[src/hdl/bbd_pkg.sv]
// Shared types and constants for the banked bus decoder with timer.
// No dependencies.
package bbd_pkg;

  localparam int WINDOW_BITS = 14;
  localparam int ADDR_W      = 16;
  localparam int PHYS_W      = 19;
  localparam int DATA_W      = 8;

  typedef enum logic [1:0] {
    KIND_READ  = 2'd0,
    KIND_WRITE = 2'd1,
    KIND_TICK  = 2'd2
  } kind_t;

  typedef enum logic [2:0] {
    TGT_NONE     = 3'd0,
    TGT_RAM      = 3'd1,
    TGT_INTERNAL = 3'd2,
    TGT_DISCARD  = 3'd3,
    TGT_EXTERNAL = 3'd4
  } tgt_t;

  localparam logic [7:0] PAGE_IO  = 8'hFE;
  localparam logic [7:0] PAGE_TOP = 8'hFF;

  // Offsets within the I/O page
  localparam logic [7:0] OFS_BANK_LAST  = 8'h03;
  localparam logic [7:0] OFS_SER0_RD0   = 8'h10;
  localparam logic [7:0] OFS_SER0_RD1   = 8'h11;
  localparam logic [7:0] OFS_SER0_WR    = 8'h12;
  localparam logic [7:0] OFS_SER1_RD0   = 8'h18;
  localparam logic [7:0] OFS_SER1_RD1   = 8'h19;
  localparam logic [7:0] OFS_DISK_WR_LO = 8'h60;
  localparam logic [7:0] OFS_DISK_WR_HI = 8'h65;
  localparam logic [7:0] OFS_DISK_RD0   = 8'h65;
  localparam logic [7:0] OFS_DISK_RD1   = 8'h66;
  localparam logic [7:0] OFS_TMR_TARGET = 8'h80;
  localparam logic [7:0] OFS_TMR_RESET  = 8'h82;
  localparam logic [7:0] OFS_TMR_TRIG   = 8'h83;
  localparam logic [7:0] OFS_TMR_PAUSE  = 8'h84;
  localparam logic [7:0] OFS_TMR_CONT   = 8'h85;

  localparam logic [7:0] RD_UNKNOWN = 8'hFF;
  localparam logic [7:0] RD_ZERO    = 8'h00;

endpackage

[src/hdl/banked_bus_decoder_with_timer.sv]
// Banked bus decoder with 8-bit interval timer: top level.
// Depends on bbd_pkg.
//
// One beat in, one beat out; a new beat is taken every cycle while the output
// register is empty or being drained, so throughput is one access per clock;
// results show next cycle. Decode, bank lookup and timer update are a single pass
// of logic from the input ports and the bank/timer registers into the output
// register. Addresses below 0xFE00 go through four 16 KiB windows whose bank
// registers (reset 0..3) select a block of RAM; a block at or above RAM_BLOCKS
// is discarded (reads give 0xFF). 0xFF00..0xFFFF maps straight through. The
// I/O page 0xFE00..0xFEFF holds the bank registers, the timer, serial 1
// (reads 0) and forwards serial 0 and disk accesses outside. irq_level shows
// the interrupt request after the beat's own effect.
module banked_bus_decoder_with_timer
  import bbd_pkg::*;
#(
  parameter int RAM_BLOCKS = 32
) (
  input  logic                  clk,
  input  logic                  rst_n,
  input  logic                  in_valid,
  output logic                  in_ready,
  input  logic [1:0]            in_kind,
  input  logic [ADDR_W-1:0]     in_bus_address,
  input  logic [DATA_W-1:0]     in_write_data,
  output logic                  out_valid,
  input  logic                  out_ready,
  output logic [2:0]            out_target,
  output logic [PHYS_W-1:0]     out_physical_address,
  output logic [7:0]            out_io_offset,
  output logic [DATA_W-1:0]     out_read_data,
  output logic                  out_irq_level
);

  localparam int BLK_W = PHYS_W - WINDOW_BITS;

  logic [7:0]        window_block_r [4];
  logic [7:0]        window_block_nxt [4];
  logic [7:0]        timer_count_r, timer_count_nxt;
  logic [7:0]        timer_target_r, timer_target_nxt;
  logic              timer_running_r, timer_running_nxt;
  logic              irq_pending_r, irq_pending_nxt;

  logic              out_valid_r;
  tgt_t              target_r, target_nxt;
  logic [PHYS_W-1:0] phys_r, phys_nxt;
  logic [7:0]        ioff_r, ioff_nxt;
  logic [DATA_W-1:0] rdata_r, rdata_nxt;
  logic              irq_out_r;

  logic              accept;
  logic              is_write;
  logic [7:0]        page;
  logic [7:0]        ofs;
  logic [7:0]        block;
  logic              block_ok;
  logic              io_ext;
  logic [7:0]        count_inc;

  assign in_ready = !out_valid_r || out_ready;
  assign accept   = in_valid && in_ready;
  assign is_write = (in_kind == KIND_WRITE);
  assign page     = in_bus_address[15:8];
  assign ofs      = in_bus_address[7:0];
  assign block    = window_block_r[in_bus_address[15:WINDOW_BITS]];
  assign block_ok = {1'b0, block} < 9'(RAM_BLOCKS);
  assign count_inc = timer_count_r + 8'd1;

  always_comb begin
    if (is_write) begin
      io_ext = (ofs == OFS_SER0_WR) || (ofs >= OFS_DISK_WR_LO && ofs <= OFS_DISK_WR_HI);
    end else begin
      io_ext = (ofs == OFS_SER0_RD0) || (ofs == OFS_SER0_RD1) ||
               (ofs == OFS_DISK_RD0) || (ofs == OFS_DISK_RD1);
    end
  end

  always_comb begin
    window_block_nxt  = window_block_r;
    timer_count_nxt   = timer_count_r;
    timer_target_nxt  = timer_target_r;
    timer_running_nxt = timer_running_r;
    irq_pending_nxt   = irq_pending_r;
    target_nxt        = TGT_NONE;
    phys_nxt          = '0;
    ioff_nxt          = '0;
    rdata_nxt         = '0;
    case (in_kind)
      KIND_TICK: begin
        if (timer_running_r) begin
          timer_count_nxt = count_inc;
          if (count_inc == timer_target_r) begin
            irq_pending_nxt   = 1'b1;
            timer_running_nxt = 1'b0;
          end
        end
      end
      KIND_READ, KIND_WRITE: begin
        if (page == PAGE_IO) begin
          if (io_ext) begin
            target_nxt = TGT_EXTERNAL;
            ioff_nxt   = ofs;
          end else begin
            target_nxt = TGT_INTERNAL;
            if (is_write) begin
              if (ofs <= OFS_BANK_LAST) begin
                window_block_nxt[ofs[1:0]] = in_write_data;
              end else begin
                case (ofs)
                  OFS_TMR_TARGET: begin
                    timer_target_nxt  = in_write_data;
                    irq_pending_nxt   = 1'b0;
                    timer_count_nxt   = '0;
                    timer_running_nxt = 1'b1;
                  end
                  OFS_TMR_RESET: begin
                    irq_pending_nxt   = 1'b0;
                    timer_count_nxt   = '0;
                    timer_running_nxt = 1'b1;
                  end
                  OFS_TMR_TRIG: begin
                    irq_pending_nxt = 1'b1;
                  end
                  OFS_TMR_PAUSE: begin
                    timer_running_nxt = 1'b0;
                  end
                  OFS_TMR_CONT: begin
                    timer_running_nxt = 1'b1;
                    irq_pending_nxt   = 1'b0;
                  end
                  default: begin
                  end
                endcase
              end
            end else if (ofs == OFS_SER1_RD0 || ofs == OFS_SER1_RD1) begin
              rdata_nxt = RD_ZERO;
            end else begin
              rdata_nxt = RD_UNKNOWN;
            end
          end
        end else if (page == PAGE_TOP) begin
          target_nxt = TGT_RAM;
          phys_nxt   = PHYS_W'(in_bus_address);
        end else if (block_ok) begin
          target_nxt = TGT_RAM;
          phys_nxt   = {block[BLK_W-1:0], in_bus_address[WINDOW_BITS-1:0]};
        end else begin
          target_nxt = TGT_DISCARD;
          rdata_nxt  = is_write ? RD_ZERO : RD_UNKNOWN;
        end
      end
      default: begin
      end
    endcase
  end

  always_ff @(posedge clk) begin
    if (!rst_n) begin
      window_block_r[0] <= 8'd0;
      window_block_r[1] <= 8'd1;
      window_block_r[2] <= 8'd2;
      window_block_r[3] <= 8'd3;
      timer_count_r     <= '0;
      timer_target_r    <= '0;
      timer_running_r   <= 1'b0;
      irq_pending_r     <= 1'b0;
      out_valid_r       <= 1'b0;
    end else begin
      if (accept) begin
        window_block_r  <= window_block_nxt;
        timer_count_r   <= timer_count_nxt;
        timer_target_r  <= timer_target_nxt;
        timer_running_r <= timer_running_nxt;
        irq_pending_r   <= irq_pending_nxt;
        out_valid_r     <= 1'b1;
      end else if (out_ready) begin
        out_valid_r <= 1'b0;
      end
    end
  end

  always_ff @(posedge clk) begin
    if (accept) begin
      target_r  <= target_nxt;
      phys_r    <= phys_nxt;
      ioff_r    <= ioff_nxt;
      rdata_r   <= rdata_nxt;
      irq_out_r <= irq_pending_nxt;
    end
  end

  assign out_valid            = out_valid_r;
  assign out_target           = target_r;
  assign out_physical_address = phys_r;
  assign out_io_offset        = ioff_r;
  assign out_read_data        = rdata_r;
  assign out_irq_level        = irq_out_r;

  a_ram_no_side_fields: assert property (@(posedge clk) disable iff (!rst_n)
    out_valid_r && target_r == TGT_RAM |-> ioff_r == '0 && rdata_r == '0)
    else $error("RAM beat carries io_offset or read_data");

  a_phys_only_ram: assert property (@(posedge clk) disable iff (!rst_n)
    out_valid_r && target_r != TGT_RAM |-> phys_r == '0)
    else $error("physical address set on non-RAM beat");

  a_irq_matches_state: assert property (@(posedge clk) disable iff (!rst_n)
    out_valid_r && !$past(!rst_n) && $past(accept) |-> irq_out_r == irq_pending_r)
    else $error("reported irq level differs from pending state");

  a_tick_keeps_banks: assert property (@(posedge clk) disable iff (!rst_n)
    accept && in_kind == KIND_TICK |=>
      {window_block_r[0], window_block_r[1], window_block_r[2], window_block_r[3]} ==
      $past({window_block_r[0], window_block_r[1], window_block_r[2], window_block_r[3]}))
    else $error("tick changed a bank register");

  a_tick_irq_stops: assert property (@(posedge clk) disable iff (!rst_n)
    accept && in_kind == KIND_TICK && !irq_pending_r |=> !(irq_pending_r && timer_running_r))
    else $error("timer still running after tick raised irq");

endmodule

[config.mk]
export PLATFORM = sky130hd
export DESIGN_NAME = banked_bus_decoder_with_timer
export DESIGN_NICKNAME = d
export VERILOG_FILES = /design/src/hdl/bbd_pkg.sv /design/src/hdl/banked_bus_decoder_with_timer.sv
export SDC_FILE = /design/constraint.sdc
export NUM_CORES = 1
export LEC_CHECK = 0
export BUFFER_PORTS_ARGS = -buffer_cell sky130_fd_sc_hd__buf_2
export CAP_MARGIN = 15
export CORE_MARGIN = 5
export CORE_UTILIZATION = 44
export CTS_CLUSTER_SIZE = 16
export DETAILED_ROUTE_END_ITERATION = 7
export MAX_ROUTING_LAYER = met4
export PLACE_DENSITY = 0.62
export SLEW_MARGIN = 0
export SYNTH_ARGS = -nofsm -noshare
export SYNTH_HDL_FRONTEND = slang
export SYNTH_SLANG_ARGS = --single-unit
[constraint.sdc]
create_clock -name clk -period 3 [get_ports clk]
set_input_delay 0.45 -clock clk [delete_from_list [all_inputs] [get_ports clk]]
set_output_delay 0.45 -clock clk [all_outputs]
set_load 0.01 [all_outputs]
==> metrics.txt <==
WL/cell 15.4 microns; Crit. Startpoint timer_count_r[0]; setup TNS 0 ns; Place WS 0.552 ns; Critical Path Source Type flip-flop; Sequential Power Share 0.548; die area 0.0109 sq mm; die width 105 microns; switching power 0.000550 W; Most used DFF post-synth dfxtp_1; cell area after synthesis 0.00393 sq mm; Post-CTS Setup Inserts 0; RSZ-0062 raised after global routing no; number of global-route vias before repair 2798; beginning of the worst hold path in_write_data[1]; sequential area share after synthesis 0.504; starting density of the core 0.451; syn avg cell area 10.6 sq um; Syn. warnings 0; Hold Buf Count CTS 0; DRC 0; CTS Buffer Depth 2; pin count of the biggest net entering global routing 43; CORE AREA 0.00872 sq mm; worst reg2reg path depth 6; metal3 WL 555 microns; GRT overflow 0; Comb power frac 0.082; synth top area cells dfxtp_1 (26%), edfxtp_1 (24%), mux2i_1 (11%), nor2_1 (4.5%), mux4_1 (4.0%); Worst-path clk slew 0.09 ns; Switching Fraction 0.248; fin. max-slew vios 0; vias per cell 5.46; number of enable flip-flop cells after synthesis 32; power per cell area 490 mW/mm^2; min setup slack post-route 0.649 ns; # diodes 0; clock root buffer clkbuf_8; fmax 425 MHz; Setup Skew 0.0103 ns; Pleak 1.96 nW; Critical Path Fanout Max 6; Worst-Skew Late Latency 0.35 ns; H-tree Lvls 3; met2 wire length 3.89 mm; Critical R2R Launch timer_count_r[0]; Max VDD drop 253 uV; Worst path max stage delay 0.43 ns; Worst Tran Pin Value 0.924 ns; first-pass GRT wire length 13.7 mm; CP required 3.24 ns; top-area cell type share of the netlist area 0.260; outcome complete, no violations; initial antenna violation count 0; fraction of layout instances using a drive strength above 1 0.226; clock share of power 0.371; vias 2989; Worst Hold End window_block_r[1]; internal power 0.00166 W; post-detail-place hpwl 6.04 mm; Hold Violations, Final 0; Synth area leader dfxtp_1; Starting DRT DRC Count 128; MaxCap Viol Count 0; FF-to-FF End timer_running_r; # fillers 767; headroom to the max-slew limit 0.384; worst min-delay path class primary input to flip-flop; GRT Total Usage 0.156; final critical-path required period 2.35 ns; Final Routed Wirelength 8.44 mm; global placer's final weighted congestion 0.841; Top Ports 71; most frequent cells after synthesis dfxtp_1 (51), nor2_1 (47), mux2i_1 (42); CTS Buf Count 9; IO buf count 70; slowest cell on the critical path dfxtp_1; Synth cell types 57; number of synthesized register bits 83; Layout Nets 465; critical path cell sequence ha_1, nand3_1, or3_1, a2111oi_0, o2111ai_1, a221o_1; Async SR Flop Fraction 0; die height 105 microns; Final ANT Viol Nets 0; # setup viols final 0; synthesized instance count 372; Crit. End Element flip-flop; Worst EP arrival 2.59 ns; R2R setup slack 0.65 ns; highest metal used met4; share of the core filled with cells 0.518; critical path class flip-flop to flip-flop; cts repair resizes 0; drt first pass iters 4; cell row count 34; Hold Crit Depth 3; Area growth syn-to-layout 14.9%; period utilization 0.784; Metal-1 WL 3.82 mm; count leader, synth dfxtp_1; CTS tree done; TritonCTS sink count 83
[critical path: cells and delay by family, from the launching register on]
family / cells / cell delay (ns)
DFF: 1 / 0.43
AOI/OAI and AO/OA: 3 / 1.03
and+or+nand+nor: 2 / 0.51
adders and majority gates: 1 / 0.28
[sequential cells by signal, summed over array words and instances, names as in the netlist]
name	count
out_read_data	1
out_valid	1
timer_running_r	1
window_block_r	32
timer_target_r	8
irq_pending_r	1
timer_count_r	8
out_irq_level	1
out_io_offset	8
out_target	3
out_physical_address	19
[layout by cell type, fill, tap and decap left out, types with 9 or more instances in the layout]
cell / netlist / final
and2_1: 21 / 21
edfxtp_1: 32 / 32
o21ai_0: 12 / 12
clkbuf_8: 0 / 9
a21oi_1: 11 / 11
dfxtp_1: 51 / 51
mux2i_1: 42 / 42
nor2_1: 47 / 47
nand2_1: 22 / 22
buf_2: 2 / 70
[layer usage]
layer / global-route usage / vias up
met5: - / -
met4: 0.0712 / 0
met3: 0.0358 / 17
met2: 0.238 / 96
met1: 0.197 / 1411
li1: - / 1465
[cell families after synthesis]
group	Yosys count	synth area share
DFF	83	0.504
muxes	48	0.147
xor gates and xnor gates	8	0.0178
AOI/OAI and AO/OA	49	0.0821
buffers and inverters	32	0.0429
and+or+nand+nor	150	0.202
adders and majority gates	1	0.00318
other	1	0.000953
[how the worst max path moves through the flow]
stage	depth (start not counted)	endpoint
after CTS	6	irq_pending_r
after global placement	6	window_block_r[22]
final	6	timer_running_r
after detailed placement	6	window_block_r[21]
after floorplan	8	window_block_r[16]
after global routing	6	irq_pending_r
[cell type report]
| type | count | area [sq um] | area share |
|---|---|---|---|
| Tap cell | 108 | 135 | 0.0299 |
| Clock buffer | 10 | 128 | 0.0282 |
| Clock inverter | 6 | 72.6 | 0.0161 |
| Sequential cell | 83 | 1980 | 0.439 |
| Multi-Input combinational cell | 258 | 1790 | 0.395 |
| Inverter | 7 | 26.3 | 0.00582 |
| Timing Repair Buffer | 75 | 388 | 0.0858 |
[power by group through the flow]
| stage | logic, W | clock network (W) | registers (W) |
|---|---|---|---|
| global route | 0.000199 | 0.000898 | 0.00122 |
| global placement | 0.000181 | 0 | 0.00124 |
| floorplan | 0.0000899 | 0 | 0.00125 |
| CTS | 0.000182 | 0.000845 | 0.00121 |
| finish | 0.000180 | 0.000821 | 0.00121 |
| detailed placement | 0.000182 | 0 | 0.00124 |
[stage by stage]
step	instances	total power, W	hold WS, ns	cell area, sq um
2_1_floorplan	373	0.00134	0.433	3940
3_3_place_gp	531	0.00142	0.450	4320
3_5_place_dp	531	0.00142	0.460	4320
4_1_cts	547	0.00224	0.384	4520
5_1_grt	547	0.00231	0.396	4520
6_report	547	0.00221	0.398	4520
(Power assumes the default switching activity.)
